===== src/design/prt_pkg.sv =====
// Package for the prescaled reload timer.
// Holds the function and register address codes and the packed item layouts.
// No dependencies.
package prt_pkg;

	localparam int unsigned FUNC_W = 2;
	localparam int unsigned ADDR_W = 3;
	localparam int unsigned DATA_W = 16;
	localparam int unsigned IN_TDATA_W = 24;
	localparam int unsigned OUT_TDATA_W = 24;

	typedef enum logic [FUNC_W-1:0] {
		FUNC_WRITE = 2'd0,
		FUNC_READ  = 2'd1,
		FUNC_TICK  = 2'd2
	} func_t;

	typedef enum logic [ADDR_W-1:0] {
		ADDR_CONTROL = 3'd0,
		ADDR_IRQ_EN  = 3'd1,
		ADDR_STATUS  = 3'd2,
		ADDR_EVENT   = 3'd3,
		ADDR_COUNTER = 3'd4,
		ADDR_PRESCALE = 3'd5,
		ADDR_RELOAD  = 3'd6
	} addr_t;

	typedef struct packed {
		logic [4:0]        pad;
		logic [DATA_W-1:0] write_data;
		logic [ADDR_W-1:0] reg_addr;
	} in_data_t;

	typedef struct packed {
		logic [4:0]        pad;
		logic              running;
		logic              irq_pending;
		logic              update_flag;
		logic [DATA_W-1:0] read_data;
	} out_data_t;

endpackage


===== src/design/prescaled_reload_timer_unit.sv =====
// Top level of the prescaled reload timer: register file, prescaler and counter.
// Depends on prt_pkg for codes and item layouts.
// Each input item is a register write, a register read, one timer tick or, for
// the unused function code, no operation, and each gives one result item with
// the read value, the update flag, the interrupt request and the enable bit as
// they stand after that item. Items pass through an input register and a result
// register, so the block takes one item per clock cycle while result items are
// taken. While a result waits, the input register holds one more item and then
// the input side stalls. The state update (one increment and compare each for
// prescaler and counter) sits between the two registers.
module prescaled_reload_timer_unit #(
	parameter int unsigned COUNTER_WIDTH = 16
) (
	input  logic                          clk,
	input  logic                          arst_n,
	input  logic                          s_axis_tvalid,
	output logic                          s_axis_tready,
	// Fields from bit 0: reg_addr (3), write_data (16), zero fill (5).
	input  logic [prt_pkg::IN_TDATA_W-1:0] s_axis_tdata,
	// Fields from bit 0: func (2).
	input  logic [prt_pkg::FUNC_W-1:0]    s_axis_tuser,
	output logic                          m_axis_tvalid,
	input  logic                          m_axis_tready,
	// Fields from bit 0: read_data (16), update_flag, irq_pending, running, zero fill (5).
	output logic [prt_pkg::OUT_TDATA_W-1:0] m_axis_tdata
);

	localparam int unsigned CW = COUNTER_WIDTH;
	localparam int unsigned DW = prt_pkg::DATA_W;

	logic                valid_s1;
	prt_pkg::func_t      func_s1;
	prt_pkg::in_data_t   data_s1;
	logic                m_valid_q;
	prt_pkg::out_data_t  result_q;
	logic                advance;

	logic          enable_q, one_pulse_q, irq_en_q, pending_q;
	logic [CW-1:0] count_q, reload_q;
	logic [DW-1:0] pre_count_q, pre_written_q, pre_active_q;

	logic          enable_d, one_pulse_d, irq_en_d, pending_d;
	logic [CW-1:0] count_d, reload_d;
	logic [DW-1:0] pre_count_d, pre_written_d, pre_active_d;
	logic [DW-1:0] rd_data;
	prt_pkg::addr_t addr;
	logic [DW-1:0] wdata;

	assign advance = valid_s1 && (!m_valid_q || m_axis_tready);
	assign s_axis_tready = !valid_s1 || advance;
	assign m_axis_tvalid = m_valid_q;
	assign m_axis_tdata = result_q;
	assign addr = prt_pkg::addr_t'(data_s1.reg_addr);
	assign wdata = data_s1.write_data;

	always_comb begin
		enable_d = enable_q;
		one_pulse_d = one_pulse_q;
		irq_en_d = irq_en_q;
		pending_d = pending_q;
		count_d = count_q;
		reload_d = reload_q;
		pre_count_d = pre_count_q;
		pre_written_d = pre_written_q;
		pre_active_d = pre_active_q;
		rd_data = '0;
		case (func_s1)
			prt_pkg::FUNC_WRITE: begin
				case (addr)
					prt_pkg::ADDR_CONTROL: begin
						enable_d = wdata[0];
						one_pulse_d = wdata[1];
					end
					prt_pkg::ADDR_IRQ_EN: irq_en_d = wdata[0];
					prt_pkg::ADDR_STATUS: pending_d = pending_q & wdata[0];
					prt_pkg::ADDR_EVENT: begin
						if (wdata[0]) begin
							count_d = '0;
							pre_count_d = '0;
							pre_active_d = pre_written_q;
							pending_d = 1'b1;
						end
					end
					prt_pkg::ADDR_COUNTER: count_d = CW'(wdata);
					prt_pkg::ADDR_PRESCALE: pre_written_d = wdata;
					prt_pkg::ADDR_RELOAD: reload_d = CW'(wdata);
					default: ;
				endcase
			end
			prt_pkg::FUNC_READ: begin
				case (addr)
					prt_pkg::ADDR_CONTROL: rd_data = {{(DW-2){1'b0}}, one_pulse_q, enable_q};
					prt_pkg::ADDR_IRQ_EN: rd_data = {{(DW-1){1'b0}}, irq_en_q};
					prt_pkg::ADDR_STATUS: rd_data = {{(DW-1){1'b0}}, pending_q};
					prt_pkg::ADDR_COUNTER: rd_data = DW'(count_q);
					prt_pkg::ADDR_PRESCALE: rd_data = pre_written_q;
					prt_pkg::ADDR_RELOAD: rd_data = DW'(reload_q);
					default: rd_data = '0;
				endcase
			end
			prt_pkg::FUNC_TICK: begin
				if (enable_q) begin
					if (pre_count_q >= pre_active_q) begin
						pre_count_d = '0;
						if (count_q >= reload_q) begin
							count_d = '0;
							pre_active_d = pre_written_q;
							pending_d = 1'b1;
							if (one_pulse_q) begin
								enable_d = 1'b0;
							end
						end else begin
							count_d = count_q + CW'(1);
						end
					end else begin
						pre_count_d = pre_count_q + DW'(1);
					end
				end
			end
			default: ;
		endcase
	end

	always_ff @(posedge clk or negedge arst_n) begin
		if (!arst_n) begin
			valid_s1 <= 1'b0;
			m_valid_q <= 1'b0;
			enable_q <= 1'b0;
			one_pulse_q <= 1'b0;
			irq_en_q <= 1'b0;
			pending_q <= 1'b0;
			count_q <= '0;
			reload_q <= '1;
			pre_count_q <= '0;
			pre_written_q <= '0;
			pre_active_q <= '0;
		end else begin
			if (s_axis_tready) begin
				valid_s1 <= s_axis_tvalid;
			end
			if (advance) begin
				m_valid_q <= 1'b1;
			end else if (m_axis_tready) begin
				m_valid_q <= 1'b0;
			end
			if (advance) begin
				enable_q <= enable_d;
				one_pulse_q <= one_pulse_d;
				irq_en_q <= irq_en_d;
				pending_q <= pending_d;
				count_q <= count_d;
				reload_q <= reload_d;
				pre_count_q <= pre_count_d;
				pre_written_q <= pre_written_d;
				pre_active_q <= pre_active_d;
			end
		end
	end

	always_ff @(posedge clk) begin
		if (s_axis_tready && s_axis_tvalid) begin
			func_s1 <= prt_pkg::func_t'(s_axis_tuser);
			data_s1 <= prt_pkg::in_data_t'(s_axis_tdata);
		end
		if (advance) begin
			result_q.pad <= '0;
			result_q.read_data <= rd_data;
			result_q.update_flag <= pending_d;
			result_q.irq_pending <= pending_d & irq_en_d;
			result_q.running <= enable_d;
		end
	end

`ifndef ASSERT_OFF
	a_prescale_bound: assert property (@(posedge clk) disable iff (!arst_n)
		pre_count_q <= pre_active_q)
		else $error("prescale count above active prescaler");

	a_result_state: assert property (@(posedge clk) disable iff (!arst_n)
		advance |=> (result_q.running == enable_q) && (result_q.update_flag == pending_q))
		else $error("result item does not match timer state");

	a_stall_hold: assert property (@(posedge clk) disable iff (!arst_n)
		(valid_s1 && !advance) |-> (m_valid_q && !m_axis_tready))
		else $error("input stage stalled without a waiting result");

	a_state_frozen: assert property (@(posedge clk) disable iff (!arst_n)
		!advance |=> $stable(count_q) && $stable(pre_count_q) && $stable(pending_q))
		else $error("timer state changed without an item");
`endif

endmodule


===== config.mk =====
export PLATFORM = sky130hd
export DESIGN_NAME = prescaled_reload_timer_unit
export DESIGN_NICKNAME = d
export VERILOG_FILES = /design/src/design/prt_pkg.sv /design/src/design/prescaled_reload_timer_unit.sv
export SDC_FILE = /design/constraint.sdc
export NUM_CORES = 1
export LEC_CHECK = 0
export ABC_AREA = 0
export BUFFER_PORTS_ARGS = -buffer_cell sky130_fd_sc_hd__buf_2
export CORE_MARGIN = 2
export CORE_UTILIZATION = 55
export CTS_CLUSTER_SIZE = 10
export DETAILED_ROUTE_END_ITERATION = 10
export HOLD_SLACK_MARGIN = 0.06
export PLACE_DENSITY = 0.85
export SLEW_MARGIN = 20
export SYNTH_ARGS = -nofsm -noshare
export SYNTH_HDL_FRONTEND = slang
export SYNTH_SLANG_ARGS = --single-unit

===== constraint.sdc =====
create_clock -name clk -period 5.8 [get_ports clk]
set_input_delay 1.16 -clock clk [delete_from_list [all_inputs] [get_ports clk]]
set_output_delay 1.16 -clock clk [all_outputs]
set_load 0.05 [all_outputs]

==> metrics.log <==
INFO  metric status = completed
INFO  metric crit_path_end_kind = register
INFO  metric clockRootBuffer = sky130_fd_sc_hd__clkbuf_16
INFO  metric grt.overflow.total = 0
INFO  metric ys_top_cells_by_area = sky130_fd_sc_hd__dfrtp_1 26%, sky130_fd_sc_hd__edfxtp_1 18%, sky130_fd_sc_hd__mux2_2 6.9%
INFO  metric tritoncts = done
INFO  metric hold_bufs_inserted_after_cts = 0
INFO  metric vias = around 5,100
INFO  metric yosysUniqueCellTypes = 66
INFO  metric drive_above_1_share = between 20% and 30%
INFO  metric timing.critical_path.cells = inv_1, ha_1, a21oi_1, o21ai_0, nor4_4, nand4_4, nand3_4, mux2_2
INFO  metric vias_in_the_first_global_route = approximately 5,000
INFO  metric die_height = approximately 120 um
INFO  metric synth-async-reset-ratio = 68.3%
INFO  metric core_footprint = roughly 12,000 sq um
INFO  metric vdd.ir_drop.worst = 200 uV
INFO  metric postCtsSetupRepairBufs = 0
INFO  metric drt_pre_antenna_iters = 5
INFO  metric final-hold-violation-count = 0
INFO  metric grt_setup_unrepaired = false
INFO  metric maximum_number_of_pins_on_one_net_before_global_route_repair = between 80 and 90
INFO  metric finalWeightedCongestion = just under 0.9
INFO  metric route.detailed.drc = 0
INFO  metric dp.final_hpwl = slightly above 10,000 um
INFO  metric worst_pin_slew = 1.07 ns
INFO  metric die_w = approximately 120 um
INFO  metric max-cap-violations = 0
INFO  metric viasPerCell = 6.03
INFO  metric postSynthRegisterBits = 126
INFO  metric dp_worst_setup_slack = 2.60 ns
INFO  metric tns = 0 ns
INFO  metric p_sw = 929 uW
INFO  metric cts.repair.resized = 0
INFO  metric synth_area_per_cell = approximately 11 sq um
INFO  metric synth_most_common_cell = sky130_fd_sc_hd__dfrtp_1
INFO  metric critical_path.slowest_cell = sky130_fd_sc_hd__dfstp_2
INFO  metric synth.yosys.warnings = 0
INFO  metric groute.usage.overall = 24.8%
INFO  metric crit_fanout = 31
INFO  metric final_util = around 64%
INFO  metric max_slew_margin = between 20 and 30%
INFO  metric synth_flop_cell = sky130_fd_sc_hd__dfrtp_1
INFO  metric wl_per_cell = about 18 um
INFO  metric ant_nets = 0
INFO  metric holdCritPathClass = reg2reg
INFO  metric drv_slew = 0
INFO  metric initial_detailed_routing_violation_count = about 370
INFO  metric floorplan.initialDensity = 56.8%
INFO  metric cts_max_path_buffers = 2
INFO  metric clock_power_share = a little under two fifths
INFO  metric worst_hold_path.num_cells = 1
INFO  metric final_period_minus_worst_setup_slack = around 3.2 ns
INFO  metric synth_top_cells_by_count = 70 x sky130_fd_sc_hd__dfrtp_1, 51 x sky130_fd_sc_hd__nor2_1, 48 x sky130_fd_sc_hd__nand2_1
INFO  metric worstSetupPathType = reg2reg
INFO  metric clock_sink_count = between 100 and 150
INFO  metric final_nets = between 700 and 800
INFO  metric setup_crit_start_kind = register
INFO  metric portBuffers = between 40 and 50
INFO  metric ios = between 50 and 60
INFO  metric largest_delay_share_family_worst_path = simple AND/OR/NAND/NOR gates
INFO  metric post_synthesis_instance_total = 617
INFO  metric synth_area = ~6900 sq um
INFO  metric fin_clk_skew = approximately 0.008 ns
INFO  metric cp_data_required_time = just over 6 ns
INFO  metric antenna_cells = 0
INFO  metric seq_area_frac_synth = between 40% and 50%
INFO  metric setup_violation_total_in_the_final_timing_report = 0
INFO  metric post-route-worst-setup-slack = about 2.6 ns
INFO  metric netlist.top_cell.by_area = sky130_fd_sc_hd__dfrtp_1
INFO  metric wl = 15,500 um
INFO  metric grt_pass1_wl = roughly 25,000 um
INFO  metric clk_pin_slew = roughly 0.060 ns
INFO  metric worstPathArrival = between 3 and 4 ns
INFO  metric final_min_period_over_clock_period = a little under three fifths
INFO  metric max_clock_freq = just over 300 MHz
INFO  metric synth.top_cell.area_share = ~26%
INFO  metric critical_path_cell_count = 8
INFO  metric areaGrowthSynthToFinish = 13.3%
INFO  metric comb_power_share = between 20 and 25%
INFO  metric p_int = about 2100 uW
INFO  metric fill_cells = about 870
INFO  metric clk-insertion-delay-late = 0.43 ns
INFO  metric switching_share = roughly 31%
INFO  metric total_leakage_power = 0.00336 uW
INFO  metric seqPwrFrac = 40.1%
INFO  metric std_cell_rows = 40
INFO  metric synth_enable_flop_cells = 40
INFO  metric cp.buffers_inverters = 1
INFO  metric floorplan.die_area = approximately 13,000 sq um
INFO  metric power.density = 390 nW/um^2
INFO  metric cts-buffers-inserted = 17
INFO  metric clock_tree.htree_level_count = 4
INFO  metric grt_antenna_before_repair = 0
INFO  metric slowest_delay = between 0.5 and 0.6 ns
INFO  metric rr_worst_depth = 8
## flip-flops by register name, summed over array words and instances (netlist names), 2 cells and up
name	flops
m_axis_tdata	19
pre_written_q	16
pre_active_q	16
reload_q	16
func_s1	2
addr	3
count_q	16
pre_count_q	16
wdata	16
## placed cells by master (no fill, tap or decap), types with 4 or more instances in the layout
cell                         count
sky130_fd_sc_hd__dfrtp_1        70
sky130_fd_sc_hd__nor2_1         50
sky130_fd_sc_hd__nand2_1        48
sky130_fd_sc_hd__buf_2          44
sky130_fd_sc_hd__mux2_2         42
sky130_fd_sc_hd__inv_1          40
sky130_fd_sc_hd__edfxtp_1       40
sky130_fd_sc_hd__ha_1           34
sky130_fd_sc_hd__a21oi_1        31
sky130_fd_sc_hd__nand3_1        26
sky130_fd_sc_hd__o21ai_0        19
sky130_fd_sc_hd__clkbuf_16      17
sky130_fd_sc_hd__mux2i_1        16
sky130_fd_sc_hd__dfstp_2        16
sky130_fd_sc_hd__o211ai_1       15
sky130_fd_sc_hd__a22o_1         15
sky130_fd_sc_hd__mux2_4         12
sky130_fd_sc_hd__nand4_1        11
sky130_fd_sc_hd__nor3_1         11
sky130_fd_sc_hd__nand2b_1        9
sky130_fd_sc_hd__and3_1          9
sky130_fd_sc_hd__o31ai_1         8
sky130_fd_sc_hd__xor2_1          7
sky130_fd_sc_hd__conb_1          5
sky130_fd_sc_hd__clkinvlp_4      5
sky130_fd_sc_hd__bufinv_16       4
## power groups by stage
stage / logic [uW] / clock network (uW) / registers [uW]
2_1_floorplan: 497 / 0 / 1210
4_1_cts: 675 / 1140 / 1210
3_5_place_dp: 655 / 0 / 1220
6_report: 678 / 1130 / 1210
3_3_place_gp: 614 / 0 / 1210
5_1_grt: 739 / 1180 / 1230
## metal layers
metal  track usage, %  part of all wire (%)  vias to the layer above
li1                 -                     -                     2308
met3             4.60                   5.8                       40
met4             12.4                   3.2                        0
met2             41.1                    50                      222
met1             31.3                    41                     2483
met5                0                     0                        -
## path summary, 6_finish.rpt
path	from	slack, ns	endpoint
max	reload_q[13]$_DFFE_PN1P_	2.57	pre_active_q[2]$_DFFE_PN0P_
min	pre_active_q[1]$_DFFE_PN0P_	0.51	pre_active_q[1]$_DFFE_PN0P_
max reg2reg	reload_q[13]$_DFFE_PN1P_	2.57	pre_active_q[2]$_DFFE_PN0P_
min reg2reg	pre_active_q[1]$_DFFE_PN0P_	0.51	pre_active_q[1]$_DFFE_PN0P_
max in group asynchronous	arst_n	4.47	pre_written_q[9]$_DFFE_PN0P_
min in group asynchronous	arst_n	0.79	pre_count_q[5]$_DFFE_PN0P_
## final cells by class
type	instances	area, sq um	area share, %
Timing Repair Buffer	48	254	3.27
Inverter	40	150	1.93
Tap cell	168	210	2.71
Sequential cell	126	3370	43.4
Clock inverter	14	190	2.45
Clock buffer	18	439	5.66
Multi-Input combinational cell	424	3150	40.5
## cells by family after synthesis
group	Yosys count	share of synthesized area, %
AOI/OAI and AO/OA	112	11.5
muxes	70	11.9
and+or+nand+nor	194	14.9
DFF	126	49.2
adders and majority gates	34	6.21
other	1	0.0547
buffers and inverters	71	5.08
xor gates and xnor gates	9	1.15
## metrics by stage
step,hold slack [ns],power [uW],instances,cell area [sq um]
floorplan,0.473,1710,621,6870
global placement,0.492,1820,806,7130
detailed placement,0.502,1880,806,7130
CTS,0.514,3030,838,7760
global route,0.526,3150,838,7760
finish,0.509,3030,838,7760
Note: power is estimated with default switching activity, not from simulation.
